## src/design/ppl_pkg.sv

```systemverilog
package ppl_pkg;

  // Palette geometry.
  localparam int PAL_ENTRIES = 256;
  localparam int PAL_AW      = $clog2(PAL_ENTRIES);
  localparam int PAL_W       = 24;

  // Input item kinds, carried on tuser.
  typedef enum logic [1:0] {
    KIND_PALETTE = 2'd0,
    KIND_PIXEL   = 2'd1,
    KIND_FRAME   = 2'd2,
    KIND_NONE    = 2'd3
  } kind_t;

  // Configuration register indexes.
  localparam logic [2:0] REG_X_START = 3'd0;
  localparam logic [2:0] REG_X_END   = 3'd1;
  localparam logic [2:0] REG_Y_START = 3'd2;
  localparam logic [2:0] REG_Y_END   = 3'd3;
  localparam logic [2:0] REG_ROTATE  = 3'd4;

  // LCD controller commands.
  localparam logic [7:0] CMD_COLUMN   = 8'h2A;
  localparam logic [7:0] CMD_ROW      = 8'h2B;
  localparam logic [7:0] CMD_MEMWRITE = 8'h2C;

  // Byte counter value at the last byte of each emitting item.
  localparam int         CNT_W       = 4;
  localparam logic [3:0] PIXEL_LAST  = 4'd1;
  localparam logic [3:0] FRAME_LAST  = 4'd11;

  // Conversion rounding constants.
  localparam logic [7:0]  MUL_RB = 8'd249;
  localparam logic [7:0]  MUL_G  = 8'd253;
  localparam logic [15:0] RND_RB = 16'd1024;
  localparam logic [15:0] RND_G  = 16'd512;

  typedef struct packed {
    logic [15:0] x_start;
    logic [15:0] x_end;
    logic [15:0] y_start;
    logic [15:0] y_end;
    logic        rotate;
  } cfg_t;

  // One converted item handed from the pipeline to the byte serializer.
  typedef struct packed {
    logic        valid;
    kind_t       kind;
    logic [15:0] word;
  } item_t;

endpackage

```

## src/design/ppl_ser.sv

```systemverilog
module ppl_ser (
  input  logic            clk,
  input  logic            rst,
  input  ppl_pkg::item_t  item,
  output logic            ser_ready,
  input  ppl_pkg::cfg_t   cfg,
  output logic            m_tvalid,
  input  logic            m_tready,
  output logic [7:0]      m_tdata,
  output logic [0:0]      m_tuser,
  output logic            m_tlast
);
  import ppl_pkg::*;

  logic               busy;
  kind_t              kind;
  logic [15:0]        word;
  logic [CNT_W-1:0]   cnt;
  logic               out_adv;
  logic               last_byte;
  logic [7:0]         sel;
  logic               sel_data;

  assign out_adv   = !m_tvalid || m_tready;
  assign last_byte = (kind == KIND_PIXEL) ? (cnt == PIXEL_LAST) : (cnt == FRAME_LAST);
  assign ser_ready = !busy || (out_adv && last_byte);

  always_comb begin
    sel      = CMD_MEMWRITE;
    sel_data = 1'b1;
    if (kind == KIND_PIXEL) begin
      sel = (cnt == '0) ? word[15:8] : word[7:0];
    end else begin
      case (cnt)
        4'd0: begin
          sel      = CMD_COLUMN;
          sel_data = 1'b0;
        end
        4'd1: sel = cfg.x_start[15:8];
        4'd2: sel = cfg.x_start[7:0];
        4'd3: sel = cfg.x_end[15:8];
        4'd4: sel = cfg.x_end[7:0];
        4'd5: begin
          sel      = CMD_ROW;
          sel_data = 1'b0;
        end
        4'd6: sel = cfg.y_start[15:8];
        4'd7: sel = cfg.y_start[7:0];
        4'd8: sel = cfg.y_end[15:8];
        4'd9: sel = cfg.y_end[7:0];
        default: begin
          sel      = CMD_MEMWRITE;
          sel_data = 1'b0;
        end
      endcase
    end
  end

  always_ff @(posedge clk) begin
    if (rst) begin
      busy     <= 1'b0;
      m_tvalid <= 1'b0;
    end else begin
      if (out_adv) begin
        m_tvalid <= busy;
      end
      if (ser_ready) begin
        busy <= item.valid;
      end
    end
  end

  always_ff @(posedge clk) begin
    if (ser_ready) begin
      kind <= item.kind;
      word <= item.word;
      cnt  <= '0;
    end else if (busy && out_adv) begin
      cnt <= cnt + 1'b1;
    end
    if (out_adv && busy) begin
      m_tdata    <= cfg.rotate ? {sel[1:0], sel[7:2]} : sel;
      m_tuser[0] <= sel_data;
      m_tlast    <= last_byte;
    end
  end

endmodule

```

## config.mk

```make
export PLATFORM = sky130hd
export DESIGN_NAME = ppl_ser
export DESIGN_NICKNAME = d
export VERILOG_FILES = /design/src/design/ppl_pkg.sv /design/src/design/ppl_ser.sv
export SDC_FILE = /design/constraint.sdc
export NUM_CORES = 1
export LEC_CHECK = 0
export ABC_AREA = 1
export BUFFER_PORTS_ARGS = -buffer_cell sky130_fd_sc_hd__clkbuf_2
export CORE_ASPECT_RATIO = 1.4
export CORE_MARGIN = 2
export CORE_UTILIZATION = 44
export CTS_BUF_LIST = sky130_fd_sc_hd__clkbuf_4 sky130_fd_sc_hd__clkbuf_8
export DETAILED_ROUTE_END_ITERATION = 6
export PLACE_DENSITY = 0.79
export SLEW_MARGIN = 10
export SYNTH_ARGS = -nofsm -noshare
export SYNTH_HDL_FRONTEND = slang
export SYNTH_SLANG_ARGS = --single-unit
```

## constraint.sdc

```tcl
create_clock -name clk -period 2 [get_ports clk]
set_input_delay 0.1 -clock clk [delete_from_list [all_inputs] [get_ports clk]]
set_output_delay 0.1 -clock clk [all_outputs]
set_load 0.02 [all_outputs]
```

# Word-level counts from Yosys, hierarchy flattened

Index checks and enable logic that the tools add are counted.

$add $sub $neg: 1
Equality and inequality tests: 11
Mux-type cells: 6
Reductions and logical operators: 8

Operators with widths:

| cell                                          | number |
|---|---|
| one-hot mux 8 bit (10 select lines)           | 1 |
| 2-to-1 mux 8 bit                              | 3 |
| == test 4 x 3 -> 1 bit, second input constant | 4 |
| == test 4 bit, second input constant          | 3 |
| == test 4 x 2 -> 1 bit, second input constant | 2 |
| OR reduction 8 bit                            | 1 |
| adder 4 x 1 -> 4 bit, second input constant   | 1 |
| == test 4 x 1 -> 1 bit, second input constant | 1 |
| zero test 4 bit                               | 1 |
| == test 2 x 1 -> 1 bit, second input constant | 1 |
| logical AND 1 bit                             | 2 |
| zero test 1 bit                               | 2 |
| logical OR 1 bit                              | 2 |
| 2-to-1 mux 1 bit                              | 2 |

Flip-flop bits (word level): 34
Input port bits: 87
Output and inout port bits: 12
Logic and storage cells: 34

# Logic depth before layout (Yosys ltp)

Gate-level depths: netlist of the first run.

Word-level depth: 4
Mapped depth: 13
Depth with buffers taken out: 12

# Least setup slack after synthesis of the first run

OpenSTA, ideal clock, no wires.

Path type: register -> register
Start: register cnt[1]
End: register kind[0], enable pin
Setup time: 0.385 ns
Arrival time: 1.722 ns
Required time: 1.615 ns
Setup slack: -0.107 ns
Stages on the path, launching flop included: 7
Buffers on the path: 1
Period minus slack after synthesis: 2.107 ns
Cells stage by stage: dfxtp_1 > ha_1 > clkbuf_1 > nand4_1 > o21ai_0 > nand2_1 > nand2_1

Word-level cells in the longest chain between the ends: 4
Elaborated cells on any way between the ends: 5
Those cells by class: eq/ne (2); mux (1); reduce/logical (2)

RTL lines:

| what                                                           | RTL line      | source |
|---|---|---|
| from (decl)                                                    | ppl_ser.sv:18 | `logic [CNT_W-1:0] cnt;` |
| from (signal assigned)                                         | ppl_ser.sv:79 | `cnt <= cnt + 1'b1;` |
| == test 4 bit / == test 4 x 1 -> 1 bit (equally long branches) | ppl_ser.sv:25 | `assign last_byte = (kind == KIND_PIXEL) ? (cnt == PIXEL_LAST) : (cnt == FRAME_LAST);` |
| 2-to-1 mux 1 bit (*)                                           | ppl_ser.sv:25 |  |
| named net last_byte                                            | ppl_ser.sv:20 | `logic last_byte;` |
| logical AND 1 bit (*)                                          | ppl_ser.sv:26 | `assign ser_ready = !busy \|\| (out_adv && last_byte);` |
| logical OR 1 bit (*)                                           | ppl_ser.sv:26 |  |
| named net ser_ready                                            | ppl_ser.sv:5  | `output logic ser_ready,` |
| to (signal assigned)                                           | ppl_ser.sv:75 | `kind <= item.kind;` |
| to (decl)                                                      | ppl_ser.sv:16 | `kind_t kind;` |

The timed path passes the listed nets; every way through them passes the cells marked *.
A chain may end at the register's enable or synchronous reset.

# Worst setup path in the final report of the first run

Start: register cnt[1]
End: output ser_ready

Word-level cells in the longest chain between the ends: 4
Elaborated cells on any way between the ends: 5
Those cells by class: eq/ne (2); mux (1); reduce/logical (2)

RTL lines:

| what                                                           | RTL line |
|---|---|
| == test 4 bit / == test 4 x 1 -> 1 bit (equally long branches) | ppl_ser.sv:25 |
| 2-to-1 mux 1 bit (*)                                           | ppl_ser.sv:25 |
| named net last_byte                                            | ppl_ser.sv:20 |
| logical AND 1 bit (*)                                          | ppl_ser.sv:26 |
| logical OR 1 bit (*)                                           | ppl_ser.sv:26 |
| to (decl)                                                      | ppl_ser.sv:5 |

Marks and branches as above.

==> impl_metrics.env, run 1 <==
export IMPL_period_share=0.986
export IMPL_io_buffer_count=98
export IMPL_drt_pass1_iter_count=5
export IMPL_synthArstFlopShare=0
export IMPL_grt_max_degree=21
export IMPL_insertedDiodeCount=0
export IMPL_leakage_nw=1.64
export IMPL_vdd_drop_max_uv=655
export IMPL_clkLatencyLatePin_ps=290
export IMPL_max_stage_delay_ps=360
export IMPL_yosysTopAreaCell="edfxtp_1"
export IMPL_ant_nets=0
export IMPL_cts_buffer_depth=2
export IMPL_placed_area_sq_um=2760
export IMPL_fmaxAchievable_mhz=507
export IMPL_synth_cells_most_frequent="111 x nand2_1, 47 x nor2_1, 30 x nand3_1"
export IMPL_clock_sinks=34
export IMPL_dieArea_sq_um=5530
export IMPL_yosys_cell_count_top_type="nand2_1"
export IMPL_worstMarginPinSlew_ps=270
export IMPL_path_buf_inv=3
export IMPL_drt_iter0_drc=72
export IMPL_grt_ovfl_total=0
export IMPL_synth_seq_cells=34
export IMPL_synthFlopType="edfxtp_1"
export IMPL_grt_usage=0.230
export IMPL_core_sq_um=4800
export IMPL_required_ps=1900
export IMPL_drc_errors=0
export IMPL_outcome="complete, no violations"
export IMPL_crit_path_end_kind="output port"
export IMPL_syn_avg_cell_area_sq_um=7.20
export IMPL_wl_per_cell_um=12.9
export IMPL_num_vias=2425
export IMPL_dp_hpwl_um=4540
export IMPL_setup_violations_final=0
export IMPL_first_global_vias=2288
export IMPL_synth_fp_nets=394
export IMPL_grt_antenna_before_repair=0
export IMPL_critical_path_class="flip-flop to output port"
export IMPL_slew_violations=0
export IMPL_postLayoutCellArea_sq_um=3140
export IMPL_synth_cell_types=23
export IMPL_post_route_min_period_ps=1970
export IMPL_crit_path_cell_trace="inv_2 > ha_4 > nand2_1 > o21ai_2 > nand2_1 > nand2_4 > buf_12 > clkbuf_2"
export IMPL_cpMostUsedCell="nand2_1"
export IMPL_routed_wl_um=6300
export IMPL_hold_violations=0
export IMPL_syn2layout_area_growth_pct=44.5
export IMPL_maxCapViolations=0
export IMPL_fin_cells=490
export IMPL_syn_inst=302
export IMPL_vias_per_cell=4.95
export IMPL_die_h_um=87.2
export IMPL_startpoint_type="flip-flop"
export IMPL_synthTopCellsByArea="edfxtp_1 39%, nand2_1 19%, nor2_1 8.1%, nand3_1 6.9%, dfxtp_1 5.5%"
export IMPL_synth_top_cell_area_share=0.386
export IMPL_arrival_ps=1870
export IMPL_syn_area_sq_um=2180
export IMPL_rows=30
export IMPL_initial_utilization=0.453
export IMPL_min_delay_path_class="primary input to flip-flop"
export IMPL_ioPinCount=99
export IMPL_place_congestion=0.856
export IMPL_grt_pass1_wl_um=9920
export IMPL_cpMaxStageDelayCell="dfxtp_2"
export IMPL_cts_buffers=5
export IMPL_h_tree_depth=2
export IMPL_drive_above_1_share=0.319
export IMPL_yosysSeqAreaShare=0.442
export IMPL_rsz0062_at_grt="true"
export IMPL_power_density_nw_per_um2=640
export IMPL_cts_reportedPaths_clkPinSlew_ps=70
export IMPL_cts_root_buf="clkbuf_8"
export IMPL_cts_tree="built"
export IMPL_ys_warn_count=0
export IMPL_fp_dieW_um=63.4
export IMPL_critical_path_max_fanout=20
export IMPL_setup_tns_ps=0
export IMPL_maxSlewHeadroom=0.820
export IMPL_synth_edf_count=28
export IMPL_worst_clock_skew_ps=6.33
export IMPL_nets=517
export IMPL_cp_top_family="buffers and inverters"
export IMPL_place_inst=463
==> what timing repair did <==
| item | 4_1_cts | 5_1_grt |
|---|---|---|
| hold endpoints to repair | 20 | 0 |
| pin swaps | 0 | 1 |
| gates resized for setup | 3 | 13 |
| buffers inserted | 0 | 0 |
| hold buffers | 19 | 0 |
| endpoints found under the setup margin | 8 | 9 |
==> area by class of cell <==
| type | instances | area [sq um] |
|---|---|---|
| fill | 421 | 1660 |
| inverter | 25 | 93.8 |
| timing repair buffer | 126 | 761 |
| sequential | 34 | 965 |
| tap | 64 | 80.1 |
| clock inverter | 3 | 68.8 |
| multi-input combinational | 233 | 1110 |
| clock buffer | 5 | 68.8 |
==> state kept, by name, indices dropped and copies added (netlist names) <==
signal,flops
word,16
m_tdata,8
cnt,4
kind,2
busy,1
m_tlast,1
m_tuser,1
m_tvalid,1
==> worst paths after layout <==
| kind | startpoint | endpoint | slack (ps) | cells after the start |
|---|---|---|---|---|
| hold reg to reg | busy | cnt[1] | 530 | 2 |
| setup / recovery | cnt[1] | ser_ready | 30 | 8 |
| hold / removal | item[18] | busy | 30 | 3 |
| setup reg to reg | cnt[0] | m_tdata[6] | 140 | 10 |
==> cell usage in the layout (no fill, tap or decap), types with 2 or more instances in the layout <==
master	netlist	routed
nand2_1	111	109
nor2_1	47	45
inv_2	3	4
clkbuf_8	0	5
buf_4	5	8
clkbuf_2	0	98
nor2_2	2	3
dfxtp_2	0	3
inv_1	21	20
nand3_1	30	30
o21ai_0	8	7
nand2_2	1	2
nand3_2	2	2
xor2_1	2	2
dfxtp_1	6	3
ha_4	0	2
edfxtp_1	28	28
a21oi_1	4	4
dlygate4sd3_1	0	19
bufinv_16	0	2
nand4_1	15	15
o21ai_1	4	4
ha_1	5	2
nor2_4	1	2
==> metrics by stage <==
step                      hold slack [ps]  worst slack [ps]   util  total power, W
final                                30.8              28.1  0.654         0.00201
after global routing                 62.6             -86.4  0.654         0.00210
after CTS                            38.0             -38.3  0.644         0.00200
after detailed placement              279             -18.1  0.575         0.00122
after global placement                274               106  0.575         0.00122
after floorplan                       169               136      -         0.00106
==> power breakdown <==
| group | switching [W] | total, W | internal [W] | leakage (nW) |
|---|---|---|---|---|
| Combinational | 0.000222 | 0.000402 | 0.000180 | 1.25 |
| Sequential | 0.0000213 | 0.000855 | 0.000834 | 0.328 |
| Clock | 0.000254 | 0.000754 | 0.000499 | 0.0683 |
| Total | 0.000497 | 0.00201 | 0.00151 | 1.64 |
==> per-layer routing <==
metal	wire, um	global-route usage	vias up
met5	0	0	-
met4	246	0.111	0
met3	427	0.0466	23
met2	3230	0.411	114
met1	2390	0.260	1059
li1	-	-	1229
==> cell families (layout without fill, tap and decap cells) <==
group,Yosys count,after routing,share of synthesized area
simple gates,210,210,0.411
flops,34,34,0.442
compound gates,16,16,0.0368
buf+inv,35,159,0.0736
xor+xnor,2,2,0.00805
fa+ha+maj,5,5,0.0288
==> tightest hold or removal path, delay by kind of cell <==
family / cells / cell delay [ps]
compound gates: 1 / 50
buf+inv: 2 / 130
(Power assumes the default switching activity.)
==> run 2: changes to the inputs <==
Settings changed: ABC_AREA 1 to default.
==> run 2 against run 1 <==
Net effect:
- the run now ends with setup timing left
- clock-buffer cell count unchanged
- maximum frequency decreased by 2.9%
- global-route usage increased by 2.3 points
- power is 4.9% lower
- wire length up 3.1%
- combinational power increased by 44%
- sequential share of layout area is 2.8 points lower
- sequential power is essentially flat
- largest power group unchanged
==> impl_metrics.env, run 2 <==
export IMPL_cts_buffer_depth=2
export IMPL_yosysSeqAreaShare=0.452
export IMPL_mostFrequentLayoutCells="98 x clkbuf_2, 41 x buf_4, 28 x edfxtp_1"
export IMPL_synthFlopType="edfxtp_1"
export IMPL_period_share=1.02
export IMPL_io_buffer_count=98
export IMPL_setup_ws_ps=-30.7
export IMPL_syn_avg_cell_area_sq_um=11.0
export IMPL_ioPinCount=99
export IMPL_endpoint="m_tdata[0]"
export IMPL_drc_errors=0
export IMPL_cts_buffers=5
export IMPL_maxSlewHeadroom=0.761
export IMPL_top_layer="met4"
export IMPL_r2r_start="cnt[0]"
export IMPL_grt_antenna_before_repair=0
export IMPL_rows=29
export IMPL_clkLatencyLatePin_ps=280
export IMPL_cts_reportedPaths_clkPinSlew_ps=70
export IMPL_yosys_cell_count_top_type="edfxtp_1"
export IMPL_dieArea_sq_um=5410
export IMPL_clock_sinks=34
export IMPL_fp_dieW_um=62.7
export IMPL_synth_cell_types=50
export IMPL_synth_cells_most_frequent="28 x edfxtp_1, 14 x mux2i_1, 12 x nor2_1"
export IMPL_synthArstFlopShare=0
export IMPL_post_route_util=0.753
export IMPL_max_stage_delay_ps=430
export IMPL_synthTopCellsByArea="edfxtp_1 40%, mux2i_1 6.6%, dfxtp_1 5.7%, mux2_2 3.2%, ha_1 2.9%"
export IMPL_dr_wl_met3_um=361
export IMPL_drt_met1_wl_um=2380
export IMPL_worstMarginPinSlew_ps=358
export IMPL_critical_path_max_fanout=4
export IMPL_synth_edf_count=28
export IMPL_required_ps=2040
export IMPL_arrival_ps=2070
export IMPL_critical_path_class="flip-flop to flip-flop"
export IMPL_crit_path_cell_trace="inv_6 > ha_4 > buf_4 > mux2i_1 > o22ai_2 > nor3_2 > o41a_1 > mux2_4"
export IMPL_startpoint_type="flip-flop"
export IMPL_grt_usage=0.252
export IMPL_yosysTopAreaCell="edfxtp_1"
export IMPL_grt_ovfl_total=0
export IMPL_reg_top3="word: 16 flops, m_tdata: 8 flops, cnt: 4 flops"
export IMPL_ant_nets=0
export IMPL_core_sq_um=4610
export IMPL_synth_fp_nets=285
export IMPL_insertedDiodeCount=0
export IMPL_syn_inst=193
export IMPL_crit_path_end_kind="flip-flop"
export IMPL_outcome="finished with violations"
export IMPL_crit_start="cnt[0]"
export IMPL_grt_pass1_wl_um=10500
export IMPL_largest_register_ffs=16
export IMPL_power_density_nw_per_um2=551
export IMPL_ys_warn_count=0
export IMPL_worst_clock_skew_ps=5.70
export IMPL_post_route_min_period_ps=2030
export IMPL_setup_violations_final=5
export IMPL_wl_per_cell_um=15.8
export IMPL_slew_violations=0
export IMPL_die_h_um=86.2
export IMPL_cts_tree="built"
export IMPL_drt_iter0_drc=131
export IMPL_cts_root_buf="clkbuf_8"
export IMPL_drt_pass1_iter_count=4
export IMPL_grt_max_degree=21
export IMPL_p_total_w=0.00191
export IMPL_reg2reg_to="m_tdata[0]"
export IMPL_hold_violations=0
export IMPL_h_tree_depth=2
export IMPL_drive_above_1_share=0.551
export IMPL_routed_wl_met2_um=3580
export IMPL_syn2layout_area_growth_pct=63.3
export IMPL_final_common_cell="clkbuf_2"
export IMPL_leakage_nw=1.53
export IMPL_rsz0062_at_grt="true"
export IMPL_synth_seq_cells=34
export IMPL_num_vias=2227
export IMPL_maxCapViolations=0
export IMPL_nets=441
export IMPL_initial_utilization=0.461
export IMPL_first_global_vias=2291
export IMPL_synth_top_cell_area_share=0.396
export IMPL_min_delay_path_class="primary input to flip-flop"
export IMPL_vdd_drop_max_uv=898
export IMPL_rrSetupSlack_ps=-30
export IMPL_vias_per_cell=5.41
export IMPL_violations="setup timing"
export IMPL_cpMaxStageDelayCell="o41a_1"
export IMPL_dp_hpwl_um=4320
export IMPL_syn_area_sq_um=2130
export IMPL_fmaxAchievable_mhz=492
export IMPL_r2r_cells=8
export IMPL_regMostFlops="word"
export IMPL_place_congestion=0.854
export IMPL_routed_wl_um=6490
==> run 2: layout make-up <==
| cell class | instances | area [sq um] |
|---|---|---|
| Timing Repair Buffer | 165 | 1120 |
| Sequential cell | 34 | 970 |
| Multi-Input combinational cell | 140 | 1200 |
| Tap cell | 62 | 77.6 |
| Clock buffer | 5 | 68.8 |
| Clock inverter | 3 | 16.3 |
| Inverter | 3 | 18.8 |
| Fill cell | 304 | 1140 |
==> run 2: stage by stage <==
stage	cell area, sq um	cells	worst slack [ps]	TNS (ps)	hold WS, ps
floorplan	2140	193	10.2	0	169
global placement	2940	374	-140	-547	273
detailed placement	2940	374	-235	-1230	279
CTS	3410	410	-34.4	-115	26.0
global route	3470	412	-91.5	-611	43.6
finish	3470	412	-30.7	-100	33.0
==> run 2: kinds of logic (layout without fill, tap and decap cells) <==
| family | count (synthesis) | in the layout | share of synthesized area |
|---|---|---|---|
| buffers and inverters | 19 | 176 | 0.0506 |
| AOI/OAI and AO/OA | 65 | 65 | 0.237 |
| adders and majority gates | 5 | 5 | 0.0294 |
| and+or+nand+nor | 45 | 45 | 0.107 |
| muxes | 22 | 22 | 0.112 |
| xor gates and xnor gates | 3 | 3 | 0.0124 |
| DFF | 34 | 34 | 0.452 |
==> run 2: worst min-delay path by stage <==
stage / start / endpoint / cells past startpoint / slack (ps)
floorplan: rst / busy / 1 / 170
global placement: rst / busy / 2 / 270
detailed placement: item[11] / word[11] / 1 / 280
CTS: item[18] / busy / 3 / 30
global route: item[18] / busy / 3 / 40
finish: item[18] / busy / 3 / 30
==> run 2: power breakdown <==
part	total [W]	switching (W)	internal, W	leakage, nW
clock	0.000476	0.000238	0.000238	0.0416
sequential	0.000858	0.0000239	0.000834	0.328
combinational	0.000578	0.000265	0.000312	1.16
total	0.00191	0.000528	0.00138	1.53
==> run 2: critical path: cells and delay by family (launching register included) <==
family / cells / cell delay [ps]
adders and majority gates: 1 / 150
DFF: 1 / 380
AOI/OAI and AO/OA: 2 / 660
and+or+nand+nor: 1 / 70
buffers and inverters: 2 / 190
muxes: 2 / 340
==> run 2: metal layers <==
layer	track usage	vias up
li1	-	1064
met1	0.245	1056
met2	0.497	91
met3	0.0623	16
met4	0.115	0
met5	0	-
==> run 2: timing repair <==
item	4_1_cts	5_1_grt
hold buffers	19	0
cloned	1	0
hold endpoints to repair	20	0
gates resized for setup	27	11
endpoints found under the setup margin	27	9
pin swaps	7	7
setup buffers	8	2
